[src/rtl/mlpc_pkg.sv]
// Shared types, constants and register codes for the Morse light pulse classifier.
package mlpc_pkg;

   localparam int SAMPLE_BITS_DEFAULT = 12;
   localparam int COUNT_BITS_DEFAULT  = 16;

   localparam int THRESHOLD_W = 12;
   localparam int TICKS_W     = 16;
   localparam int CHARS_W     = 6;
   localparam int CODE_W      = 2;
   localparam int CSR_INDEX_W = 3;
   localparam int CSR_DATA_W  = 16;

   localparam logic [CHARS_W-1:0] CHARS_MAX = '1;

   localparam logic [CODE_W-1:0] EV_DOT  = 2'd0;
   localparam logic [CODE_W-1:0] EV_DASH = 2'd1;
   localparam logic [CODE_W-1:0] EV_GAP  = 2'd2;
   localparam logic [CODE_W-1:0] EV_END  = 2'd3;

   localparam logic [CSR_INDEX_W-1:0] REG_LIGHT_THRESHOLD = 3'd0;
   localparam logic [CSR_INDEX_W-1:0] REG_DEBOUNCE_TICKS  = 3'd1;
   localparam logic [CSR_INDEX_W-1:0] REG_DASH_TICKS      = 3'd2;
   localparam logic [CSR_INDEX_W-1:0] REG_LETTER_GAP      = 3'd3;
   localparam logic [CSR_INDEX_W-1:0] REG_MSG_TIMEOUT     = 3'd4;
   localparam logic [CSR_INDEX_W-1:0] REG_MAX_CHARS       = 3'd5;

   localparam logic [THRESHOLD_W-1:0] RST_LIGHT_THRESHOLD = 12'd2048;
   localparam logic [TICKS_W-1:0]     RST_DEBOUNCE_TICKS  = 16'd10;
   localparam logic [TICKS_W-1:0]     RST_DASH_TICKS      = 16'd35;
   localparam logic [TICKS_W-1:0]     RST_LETTER_GAP      = 16'd60;
   localparam logic [TICKS_W-1:0]     RST_MSG_TIMEOUT     = 16'd400;
   localparam logic [CHARS_W-1:0]     RST_MAX_CHARS       = 6'd50;

   typedef struct packed {
      logic [THRESHOLD_W-1:0] light_threshold;
      logic [TICKS_W-1:0]     debounce_ticks;
      logic [TICKS_W-1:0]     dash_ticks;
      logic [TICKS_W-1:0]     letter_gap_ticks;
      logic [TICKS_W-1:0]     message_timeout_ticks;
      logic [CHARS_W-1:0]     max_message_chars;
   } cfg_type;

endpackage

[src/rtl/morse_light_pulse_classifier.sv]
// Top level of the Morse light pulse classifier: configuration registers and classifier core.
// Each sample word (three readings) passes an input register, one stage of compare and count
// logic, and a result register, so a word's result (dot, dash, letter gap or message end, or
// nothing) is presented from the result register after the word has left the input register;
// the sustained rate is one word per cycle as long as results are taken. The result register
// holds a valid result while rsp_stall is high and the input register still takes one word
// behind it. Configuration writes are registered and are to be made while the block is idle.
module morse_light_pulse_classifier #(
   parameter int SAMPLE_BITS = mlpc_pkg::SAMPLE_BITS_DEFAULT,
   parameter int COUNT_BITS  = mlpc_pkg::COUNT_BITS_DEFAULT
) (
   input  logic                              clock,
   input  logic                              reset,
   input  logic                              csr_valid,
   output logic                              csr_ready,
   input  logic [mlpc_pkg::CSR_INDEX_W-1:0]  csr_index,
   input  logic [mlpc_pkg::CSR_DATA_W-1:0]   csr_data,
   input  logic                              req_valid,
   output logic                              req_stall,
   input  logic [SAMPLE_BITS-1:0]            req_reading_first,
   input  logic [SAMPLE_BITS-1:0]            req_reading_second,
   input  logic [SAMPLE_BITS-1:0]            req_reading_third,
   output logic                              rsp_valid,
   input  logic                              rsp_stall,
   output logic [mlpc_pkg::CODE_W-1:0]       rsp_event_code,
   output logic                              rsp_message_status,
   output logic [mlpc_pkg::CHARS_W-1:0]      rsp_message_chars
);

   mlpc_pkg::cfg_type cfg;

   mlpc_csr u_csr (
      .clock     (clock),
      .reset     (reset),
      .csr_valid (csr_valid),
      .csr_ready (csr_ready),
      .csr_index (csr_index),
      .csr_data  (csr_data),
      .cfg       (cfg)
   );

   mlpc_core #(
      .SAMPLE_BITS (SAMPLE_BITS),
      .COUNT_BITS  (COUNT_BITS)
   ) u_core (
      .clock              (clock),
      .reset              (reset),
      .cfg                (cfg),
      .req_valid          (req_valid),
      .req_stall          (req_stall),
      .req_reading_first  (req_reading_first),
      .req_reading_second (req_reading_second),
      .req_reading_third  (req_reading_third),
      .rsp_valid          (rsp_valid),
      .rsp_stall          (rsp_stall),
      .rsp_event_code     (rsp_event_code),
      .rsp_message_status (rsp_message_status),
      .rsp_message_chars  (rsp_message_chars)
   );

endmodule

[src/rtl/mlpc_csr.sv]
// Configuration register file for the Morse light pulse classifier.
module mlpc_csr (
   input  logic                                clock,
   input  logic                                reset,
   input  logic                                csr_valid,
   output logic                                csr_ready,
   input  logic [mlpc_pkg::CSR_INDEX_W-1:0]    csr_index,
   input  logic [mlpc_pkg::CSR_DATA_W-1:0]     csr_data,
   output mlpc_pkg::cfg_type                   cfg
);

   mlpc_pkg::cfg_type cfg_ff;
   mlpc_pkg::cfg_type cfg_in;

   assign csr_ready = 1'b1;
   assign cfg       = cfg_ff;

   always_comb begin
      cfg_in = cfg_ff;
      if (csr_valid) begin
         unique case (csr_index)
            mlpc_pkg::REG_LIGHT_THRESHOLD:
               cfg_in.light_threshold = csr_data[mlpc_pkg::THRESHOLD_W-1:0];
            mlpc_pkg::REG_DEBOUNCE_TICKS:
               cfg_in.debounce_ticks = csr_data[mlpc_pkg::TICKS_W-1:0];
            mlpc_pkg::REG_DASH_TICKS:
               cfg_in.dash_ticks = csr_data[mlpc_pkg::TICKS_W-1:0];
            mlpc_pkg::REG_LETTER_GAP:
               cfg_in.letter_gap_ticks = csr_data[mlpc_pkg::TICKS_W-1:0];
            mlpc_pkg::REG_MSG_TIMEOUT:
               cfg_in.message_timeout_ticks = csr_data[mlpc_pkg::TICKS_W-1:0];
            mlpc_pkg::REG_MAX_CHARS:
               cfg_in.max_message_chars = csr_data[mlpc_pkg::CHARS_W-1:0];
            default: ;
         endcase
      end
   end

   always_ff @(posedge clock) begin
      if (reset) begin
         cfg_ff.light_threshold       <= mlpc_pkg::RST_LIGHT_THRESHOLD;
         cfg_ff.debounce_ticks        <= mlpc_pkg::RST_DEBOUNCE_TICKS;
         cfg_ff.dash_ticks            <= mlpc_pkg::RST_DASH_TICKS;
         cfg_ff.letter_gap_ticks      <= mlpc_pkg::RST_LETTER_GAP;
         cfg_ff.message_timeout_ticks <= mlpc_pkg::RST_MSG_TIMEOUT;
         cfg_ff.max_message_chars     <= mlpc_pkg::RST_MAX_CHARS;
      end else begin
         cfg_ff <= cfg_in;
      end
   end

endmodule

[src/rtl/mlpc_core.sv]
// Input register, level detection, pulse timing state and result register.
module mlpc_core #(
   parameter int SAMPLE_BITS = mlpc_pkg::SAMPLE_BITS_DEFAULT,
   parameter int COUNT_BITS  = mlpc_pkg::COUNT_BITS_DEFAULT
) (
   input  logic                              clock,
   input  logic                              reset,
   input  mlpc_pkg::cfg_type                 cfg,
   input  logic                              req_valid,
   output logic                              req_stall,
   input  logic [SAMPLE_BITS-1:0]            req_reading_first,
   input  logic [SAMPLE_BITS-1:0]            req_reading_second,
   input  logic [SAMPLE_BITS-1:0]            req_reading_third,
   output logic                              rsp_valid,
   input  logic                              rsp_stall,
   output logic [mlpc_pkg::CODE_W-1:0]       rsp_event_code,
   output logic                              rsp_message_status,
   output logic [mlpc_pkg::CHARS_W-1:0]      rsp_message_chars
);

   localparam int SUM_W  = SAMPLE_BITS + 2;
   localparam int THR_W  = mlpc_pkg::THRESHOLD_W + 2;
   localparam int CMP_W  = (SUM_W > THR_W) ? SUM_W : THR_W;
   localparam int TCMP_W = (COUNT_BITS > mlpc_pkg::TICKS_W) ? COUNT_BITS : mlpc_pkg::TICKS_W;

   logic                            in_valid_ff;
   logic [SAMPLE_BITS-1:0]          first_ff, second_ff, third_ff;
   logic                            level_ff, level_in;
   logic [COUNT_BITS-1:0]           ticks_ff, ticks_in;
   logic                            active_ff, active_in;
   logic [mlpc_pkg::CHARS_W-1:0]    chars_ff, chars_in;
   logic                            rsp_valid_ff;
   logic [mlpc_pkg::CODE_W-1:0]     code_ff, code_in;
   logic                            status_ff, status_in;
   logic [mlpc_pkg::CHARS_W-1:0]    rsp_chars_ff;
   logic                            produced;

   logic                            process;
   logic [SUM_W-1:0]                sum;
   logic [CMP_W-1:0]                thr_bound;
   logic                            level;
   logic [COUNT_BITS-1:0]           tick_inc;
   logic [TCMP_W-1:0]               tick_ext;
   logic [mlpc_pkg::CHARS_W-1:0]    chars_bump;

   assign process   = in_valid_ff && (!rsp_valid_ff || !rsp_stall);
   assign req_stall = in_valid_ff && !process;

   assign sum = SUM_W'(first_ff) + SUM_W'(second_ff) + SUM_W'(third_ff);
   assign thr_bound = (CMP_W'(cfg.light_threshold) << 1) + CMP_W'(cfg.light_threshold)
                    + CMP_W'(2);
   assign level = CMP_W'(sum) > thr_bound;

   assign tick_inc   = (ticks_ff == '1) ? ticks_ff : ticks_ff + COUNT_BITS'(1);
   assign tick_ext   = TCMP_W'(tick_inc);
   assign chars_bump = (chars_ff == mlpc_pkg::CHARS_MAX) ? chars_ff
                     : chars_ff + mlpc_pkg::CHARS_W'(1);

   always_comb begin
      level_in  = level_ff;
      ticks_in  = tick_inc;
      active_in = active_ff;
      chars_in  = chars_ff;
      produced  = 1'b0;
      code_in   = mlpc_pkg::EV_DOT;
      status_in = 1'b0;
      if (level != level_ff) begin
         if (tick_ext >= TCMP_W'(cfg.debounce_ticks)) begin
            if (level_ff) begin
               chars_in  = chars_bump;
               active_in = 1'b1;
               produced  = 1'b1;
               code_in   = (tick_ext >= TCMP_W'(cfg.dash_ticks)) ? mlpc_pkg::EV_DASH
                                                                 : mlpc_pkg::EV_DOT;
            end else if (active_ff && tick_ext >= TCMP_W'(cfg.letter_gap_ticks)) begin
               chars_in = chars_bump;
               produced = 1'b1;
               code_in  = mlpc_pkg::EV_GAP;
            end
            ticks_in = '0;
            level_in = level;
         end
      end else if (active_ff && tick_ext > TCMP_W'(cfg.message_timeout_ticks)) begin
         produced  = 1'b1;
         code_in   = mlpc_pkg::EV_END;
         status_in = chars_ff > cfg.max_message_chars;
         chars_in  = '0;
         active_in = 1'b0;
      end
   end

   always_ff @(posedge clock) begin
      if (reset) begin
         in_valid_ff  <= 1'b0;
         rsp_valid_ff <= 1'b0;
         level_ff     <= 1'b0;
         ticks_ff     <= '0;
         active_ff    <= 1'b0;
         chars_ff     <= '0;
      end else begin
         if (!in_valid_ff || process) begin
            in_valid_ff <= req_valid;
         end
         if (process) begin
            rsp_valid_ff <= produced;
            level_ff     <= level_in;
            ticks_ff     <= ticks_in;
            active_ff    <= active_in;
            chars_ff     <= chars_in;
         end else if (!rsp_stall) begin
            rsp_valid_ff <= 1'b0;
         end
      end
   end

   always_ff @(posedge clock) begin
      if (req_valid && !req_stall) begin
         first_ff  <= req_reading_first;
         second_ff <= req_reading_second;
         third_ff  <= req_reading_third;
      end
      if (process && produced) begin
         code_ff      <= code_in;
         status_ff    <= status_in;
         rsp_chars_ff <= chars_in == '0 ? chars_ff : chars_in;
      end
   end

   assign rsp_valid          = rsp_valid_ff;
   assign rsp_event_code     = code_ff;
   assign rsp_message_status = status_ff;
   assign rsp_message_chars  = rsp_chars_ff;

   a_end_clears: assert property (@(posedge clock) disable iff (reset)
      (process && produced && code_in == mlpc_pkg::EV_END) |=>
         (chars_ff == '0 && !active_ff))
      else $error("message end did not clear reception state");

   a_symbol_active: assert property (@(posedge clock) disable iff (reset)
      (rsp_valid_ff && code_ff != mlpc_pkg::EV_END) |-> active_ff)
      else $error("symbol or gap shown without message in progress");

   a_chars_nonzero: assert property (@(posedge clock) disable iff (reset)
      rsp_valid_ff |-> (rsp_chars_ff != '0))
      else $error("result shown with zero character count");

   a_status_on_end: assert property (@(posedge clock) disable iff (reset)
      (rsp_valid_ff && status_ff) |-> (code_ff == mlpc_pkg::EV_END))
      else $error("too-long status on an event other than message end");

endmodule
[config.mk]
export PLATFORM = sky130hd
export DESIGN_NAME = morse_light_pulse_classifier
export DESIGN_NICKNAME = d
export VERILOG_FILES = /design/src/rtl/mlpc_pkg.sv /design/src/rtl/morse_light_pulse_classifier.sv /design/src/rtl/mlpc_csr.sv /design/src/rtl/mlpc_core.sv
export SDC_FILE = /design/constraint.sdc
export NUM_CORES = 1
export LEC_CHECK = 0
export BUFFER_PORTS_ARGS = -buffer_cell sky130_fd_sc_hd__buf_2
export CAP_MARGIN = 20
export CORE_ASPECT_RATIO = 0.75
export CORE_MARGIN = 4
export CORE_UTILIZATION = 58
export DETAILED_ROUTE_END_ITERATION = 8
export PLACE_DENSITY = 0.77
export SKIP_LAST_GASP = 1
export SLEW_MARGIN = 30
export SYNTH_ARGS = -nofsm -noshare
export SYNTH_HDL_FRONTEND = slang
export SYNTH_SLANG_ARGS = --single-unit
[constraint.sdc]
create_clock -name clock -period 8.6 [get_ports clock]
set_clock_uncertainty 0.1 [all_clocks]
set_input_delay 0.43 -clock clock [delete_from_list [all_inputs] [get_ports clock]]
set_output_delay 0.43 -clock clock [all_outputs]
set_load 0.005 [all_outputs]
# == Yosys cells after proc, flatten, opt, wreduce, memory -nomap -nowiden ==
# Cells that the tools add are included.
# word_totals
register_bits,153
wordCells,94
inputBits,60
output_inout_bits,12
# classes
n_lt_le_gt_ge,6
n_eq_ne,11
n_mux,27
n_addsub,6
n_bitwise,1
n_reduce_logical,25
# ops
op,count
$ge 16x16->1,3
$mux 16,3
$mux 6,7
$add 16x1->16 const B,1
$eq 16x16->1 const B,1
$gt 16x16->1,1
$add 13x12->14,1
$add 14x12->14,1
$add 14x2->14 const B,1
$gt 14x14->1,1
$add 12x12->13,1
$mux 1,12
$reduce_and 2->1,6
$mux 2,5
$add 6x1->6 const B,1
$eq 3x2->1 const B,2
$eq 3x3->1 const B,2
$eq 6x6->1 const B,1
$gt 6x6->1,1
$logic_and 1x1->1,6
$logic_not 6->1,1
$logic_not 1->1,5
$ne 2x1->1 const B,2
$reduce_and 4->1,1
9 further kinds,10

# == Logic depth before layout (Yosys ltp) ==
# logic_depth
ltp_word,10
depth_mapped,32
depth_no_buf,29

# == By module ==
# A second synthesis with hierarchy kept.
# hier_totals
hier_cells,1020
hier_area_um2,9839.4
# by_module_without_submodules
mod,n_inst,seq_area_each_um2,cells_per_inst,area_per_inst_um2
mlpc_core,1,1871.8,714,6532.5
mlpc_csr,1,1641.6,306,3306.9

# == Worst setup path after synthesis ==
# Ideal clock, no wire load.
# synth_path
path_kind,reg-to-reg
from,register u_core.second_ff[0]
to,register u_core.rsp_chars_ff (netlist bit u_core.rsp_message_chars[2]) (data pin)
required_ns,8.245
arrival_time_ns,5.758
n_path_buf,3
period_less_slack_ns,6.113
setup_time_ns,0.255
stages_incl_launch_ff,33
slack_ns,2.487
path_cell_list,edfxtp_1 > ha_1 > inv_1 > fa_1 > nor2b_1 > o21ai_0 > a21boi_0 > o21ai_0 > nor2b_1 > xnor2_1 > ha_1 > or3_1 > o21ai_0 > a21oi_1 > xor2_1 > ha_1 > a21o_1 > a21o_1 > a211oi_1 > o21bai_1 > a21oi_1 > a21oi_1 > ha_1 > clkbuf_1 > nor2_1 > a22o_1 > a31o_1 > buf_6 > and3_1 > buf_6 > a31o_1 > o2111a_1 > a31o_1
# synth_between
elab_chain_cells,7
# synth_lines
item,line_no,source
"start, declared",mlpc_core.sv:27,"logic [SAMPLE_BITS-1:0] first_ff, second_ff, third_ff;"
"start signal, assigned",mlpc_core.sv:119,second_ff <= req_reading_second;
$add 12x12->13 *,mlpc_core.sv:49,assign sum = SUM_W'(first_ff) + SUM_W'(second_ff) + SUM_W'(third_ff);
$add 14x12->14 *,mlpc_core.sv:49,
$gt 14x14->1 *,mlpc_core.sv:52,assign level = CMP_W'(sum) > thr_bound;
via u_core.level,mlpc_core.sv:41,logic level;
$ne 1x1->1 *,mlpc_core.sv:67,if (level != level_ff) begin
$mux 6 *,mlpc_core.sv:67,
$logic_not 6->1,mlpc_core.sv:125,rsp_chars_ff <= chars_in == '0 ? chars_ff : chars_in;
$mux 6 *,mlpc_core.sv:125,
"end signal, assigned",mlpc_core.sv:125,
"end, declared",mlpc_core.sv:35,logic [mlpc_pkg::CHARS_W-1:0] rsp_chars_ff;
# Mark *: on every way through the listed nets, which the timed path passes. The rest lies on a longest branch.
# A chain may end at the register's enable or synchronous reset.

# == Worst setup path after layout ==
# layout_path
from,register u_core.first_ff[0]
to,register u_core.rsp_chars_ff (netlist bit u_core.rsp_message_chars[2]) (data pin)
# layout_between
elab_chain_cells,7
# layout_lines
item,line_no,source
"start, declared",mlpc_core.sv:27,
"start signal, assigned",mlpc_core.sv:118,first_ff <= req_reading_first;
$add 12x12->13 *,mlpc_core.sv:49,
$add 14x12->14 *,mlpc_core.sv:49,
$gt 14x14->1 *,mlpc_core.sv:52,
via u_core.level,mlpc_core.sv:41,
$ne 1x1->1 *,mlpc_core.sv:67,
$mux 6 *,mlpc_core.sv:67,
$logic_not 6->1,mlpc_core.sv:125,
$mux 6 *,mlpc_core.sv:125,
# Marks and branches as above.

==> results by group <==
Die
  • Die area: 18600 um2
  • Row count: 40
  • IO Pins: 72
  • Core area: 16100 um2
  • Die height: 119 um
  • Die Width: 156 um
  • Initial Util: 59.4%

CTS
  • Clk sinks: 153
  • CTS tree: done
  • Worst-path clk slew: 0.06 ns
  • Worst-Skew Late Latency: 0.43 ns
  • Clock Tree Buf Depth: 2
  • Post-CTS Setup Inserts: 0
  • CTS HTree Levels: 4
  • Clock Root Buffer: clkbuf_16
  • CTS resizes: 0
  • CTS buffer count: 17
  • Hold buffers post-CTS: 0

Timing
  • Endpoints failing setup: 0
  • RSZ-0062 raised after global routing: no
  • Relative slew slack: 45.1%
  • Final hold slack: 0.0727 ns
  • Final Max Tran Viols: 0
  • Fin. Hold Viols: 0
  • Final period util: 81.6%
  • Min Clock Period, post-route: 7.02 ns
  • Worst-Margin Slew: 0.803 ns
  • Setup TNS: 0 ns
  • Max frequency: 143 MHz

Worst setup path
  • Setup crit end kind: flop
  • Slowest cell on crit path: ha_1
  • Critical path class: flop to flop
  • Startpoint types: flop
  • CP Data Required Time: 8.68 ns
  • Crit path DAT: 7.09 ns
  • CP max stage delay: 0.48 ns
  • Worst r2r src: u_core.first_ff[0]$_DFFE_PP_
  • RR Endpoint: u_core.rsp_message_chars[2]$_DFFE_PP_
  • Worst R2R Setup Slack: 1.58 ns
  • Crit-path max FO: 18
  • Worst reg2reg path depth: 28

GRT
  • GR Layer Usage met1: 37.8%
  • First-pass GRT wire length: 37.3 mm
  • Vias in the first global route: 7528
  • Met3 usage: 6.03%
  • Gr busiest metal: met1
  • Largest net degree at the start of global routing: 109
  • Initial antenna violation count: 0
  • Met2 Use GR: 35.2%
  • GRT Total Usage: 24.9%
  • Global route total overflow: 0

Synth
  • Mapped cell area: 9570 um2
  • YS warnings: 0
  • Flops & latches, synth: 153
  • Register area share after synthesis: 36.7%
  • Synth Net Count: 1313
  • Asr flop ratio synth: 0%
  • Post-synth top flop: dfxtp_1
  • Distinct cell type count after synthesis: 60
  • Syn avg cell area: 8.57 um2
  • Mapped Cells: 1116
  • EDFF count, synth: 45

Layout
  • Fin nets: 1367
  • Area growth from synthesis to layout: 11.6%
  • Layout cell share with drive strength beyond 1: 9.64%
  • Commonest non-fill, non-tap cell in the layout: nand2_1
  • Antenna cell count: 0
  • Design Area, Final: 10700 um2
  • Most frequent cells in the layout: nand2_1, ha_1, a21oi_1, inv_1, dfxtp_1

Outcome
  • Status: finished, final reports clean

Min path
  • Min-Delay Path Class: input port to flop
  • End of the worst hold path: u_core.first_ff[7]$_DFFE_PP_
  • Hold wc startpoint: req_reading_first[7]
  • Hold Path Depth: 1

Drt
  • DRT iter0 DRCs: 562
  • Via count: 7998
  • Wire per inst: 16.2 um
  • TritonRoute pass-1 iters: 5
  • Routed Antenna Nets: 0
  • DRT Wirelength: 22.6 mm
  • DRC viols: 0
  • Detailed-route vias per instance: 5.74

Power
  • Total power: 1.91 mW
  • Peak VDD IR: 0.132 mV
  • Pwr Density: 179 nW/um2
  • Leakage: 4.66 nW

Placement
  • IO buf count: 70
  • Gpl congestion: 0.913
  • Placed inst area: 10000 um2
  • Hpwl dp: 16.5 mm

Job
  • Max Cap Viol: 0
-- critical path: cells and delay by family (launching register included) --
| family | cells | cell delay [ns] |
|---|---|---|
| compound gates | 15 | 3.06 |
| xor+xnor | 2 | 0.39 |
| simple gates | 4 | 1.03 |
| buf+inv | 2 | 0.19 |
| flops | 1 | 0.34 |
| fa+ha+maj | 5 | 1.67 |
-- worst max-delay path by stage --
stage	startpoint	endpoint
after floorplan	u_core.second_ff[0]$_DFFE_PP_	u_core.rsp_message_chars[2]$_DFFE_PP_
after global placement	u_core.second_ff[0]$_DFFE_PP_	u_core.rsp_message_chars[2]$_DFFE_PP_
after detailed placement	u_core.first_ff[0]$_DFFE_PP_	u_core.rsp_message_chars[2]$_DFFE_PP_
after CTS	u_core.first_ff[0]$_DFFE_PP_	u_core.rsp_message_chars[2]$_DFFE_PP_
after global routing	u_core.second_ff[0]$_DFFE_PP_	u_core.rsp_message_chars[2]$_DFFE_PP_
final	u_core.first_ff[0]$_DFFE_PP_	u_core.rsp_message_chars[2]$_DFFE_PP_
-- power breakdown --
| part | switching, mW | total (mW) | internal [mW] | leakage [nW] |
|---|---|---|---|---|
| Sequential | 0.0118 | 0.781 | 0.769 | 1.32 |
| Clock | 0.307 | 0.751 | 0.444 | 0.294 |
| Combinational | 0.220 | 0.381 | 0.161 | 3.05 |
| Total | 0.539 | 1.91 | 1.37 | 4.66 |
-- sequential cells by signal, indices dropped and copies added, names as in the netlist --
name	flops
u_core.level_ff	1
u_core.second_ff	12
u_core.chars_ff	6
u_core.rsp_valid	1
u_core.third_ff	12
u_core.in_valid_ff	1
u_core.active_ff	1
u_core.rsp_event_code	2
u_core.first_ff	12
u_csr.cfg	82
u_core.ticks_ff	16
u_core.rsp_message_status	1
u_core.rsp_message_chars	6
-- final cells by class --
class | instances | area [um2]
clock buffers | 24 | 546
multi-input cells | 815 | 5490
repair buffers | 73 | 397
well taps | 210 | 263
fillers | 1363 | 5440
flip-flops and latches | 153 | 3510
inverters | 110 | 413
clock inverters | 8 | 53.8
-- through the flow --
step                cells  utilization (%)  setup WS (ns)
finish               1393             66.3           1.58
CTS                  1392             66.1           1.70
floorplan            1116                -           2.49
global route         1393             66.3           1.08
global placement     1360             62.3           2.05
detailed placement   1360             62.3           1.75
-- cell families after synthesis --
family	count (synthesis)	share of synthesized area, %
AO/OA/AOI/OAI	267	17.6
XOR/XNOR	38	3.48
adder cells (fa/ha/maj)	137	18.1
buffers and inverters	148	6.00
flip-flops	153	36.7
multiplexers	8	0.902
other	1	0.0392
AND/OR/NAND/NOR	364	17.2
-- layer usage --
layer  routed length (um)  vias to the layer above
li1                     -                     4008
met4                  237                        0
met5                    0                        -
met3                 1900                       22
met1                11200                     3688
met2                 9180                      280
-- Yosys cell counts (5+ instances only) --
| library cell | count | share of area (%) |
|---|---|---|
| nand2_1 | 189 | 7.4 |
| ha_1 | 134 | 18 |
| a21oi_1 | 114 | 6.0 |
| inv_1 | 110 | 4.3 |
| dfxtp_1 | 108 | 23 |
| nor2_1 | 62 | 2.4 |
| edfxtp_1 | 45 | 14 |
| o21ai_0 | 41 | 2.1 |
| clkbuf_1 | 34 | 1.3 |
| xnor2_1 | 30 | 2.7 |
| nand3_1 | 20 | 1.0 |
| a21o_1 | 16 | 1.3 |
| a211oi_1 | 15 | 1.2 |
| nand4_1 | 14 | 0.92 |
| and3_1 | 13 | 0.85 |
| nor2b_1 | 13 | 0.85 |
| nand3b_1 | 12 | 0.94 |
| a22oi_1 | 10 | 0.78 |
| o21a_1 | 10 | 0.78 |
| a211o_1 | 9 | 0.82 |
| nor3_1 | 9 | 0.47 |
| and2_1 | 8 | 0.52 |
| xor2_1 | 8 | 0.73 |
| nand2b_1 | 7 | 0.46 |
| a31oi_1 | 6 | 0.39 |
| mux2i_1 | 5 | 0.52 |
| nor4_1 | 5 | 0.33 |
| o21bai_1 | 5 | 0.39 |
| or3_1 | 5 | 0.33 |
Power figures use the tool's default switching activity.
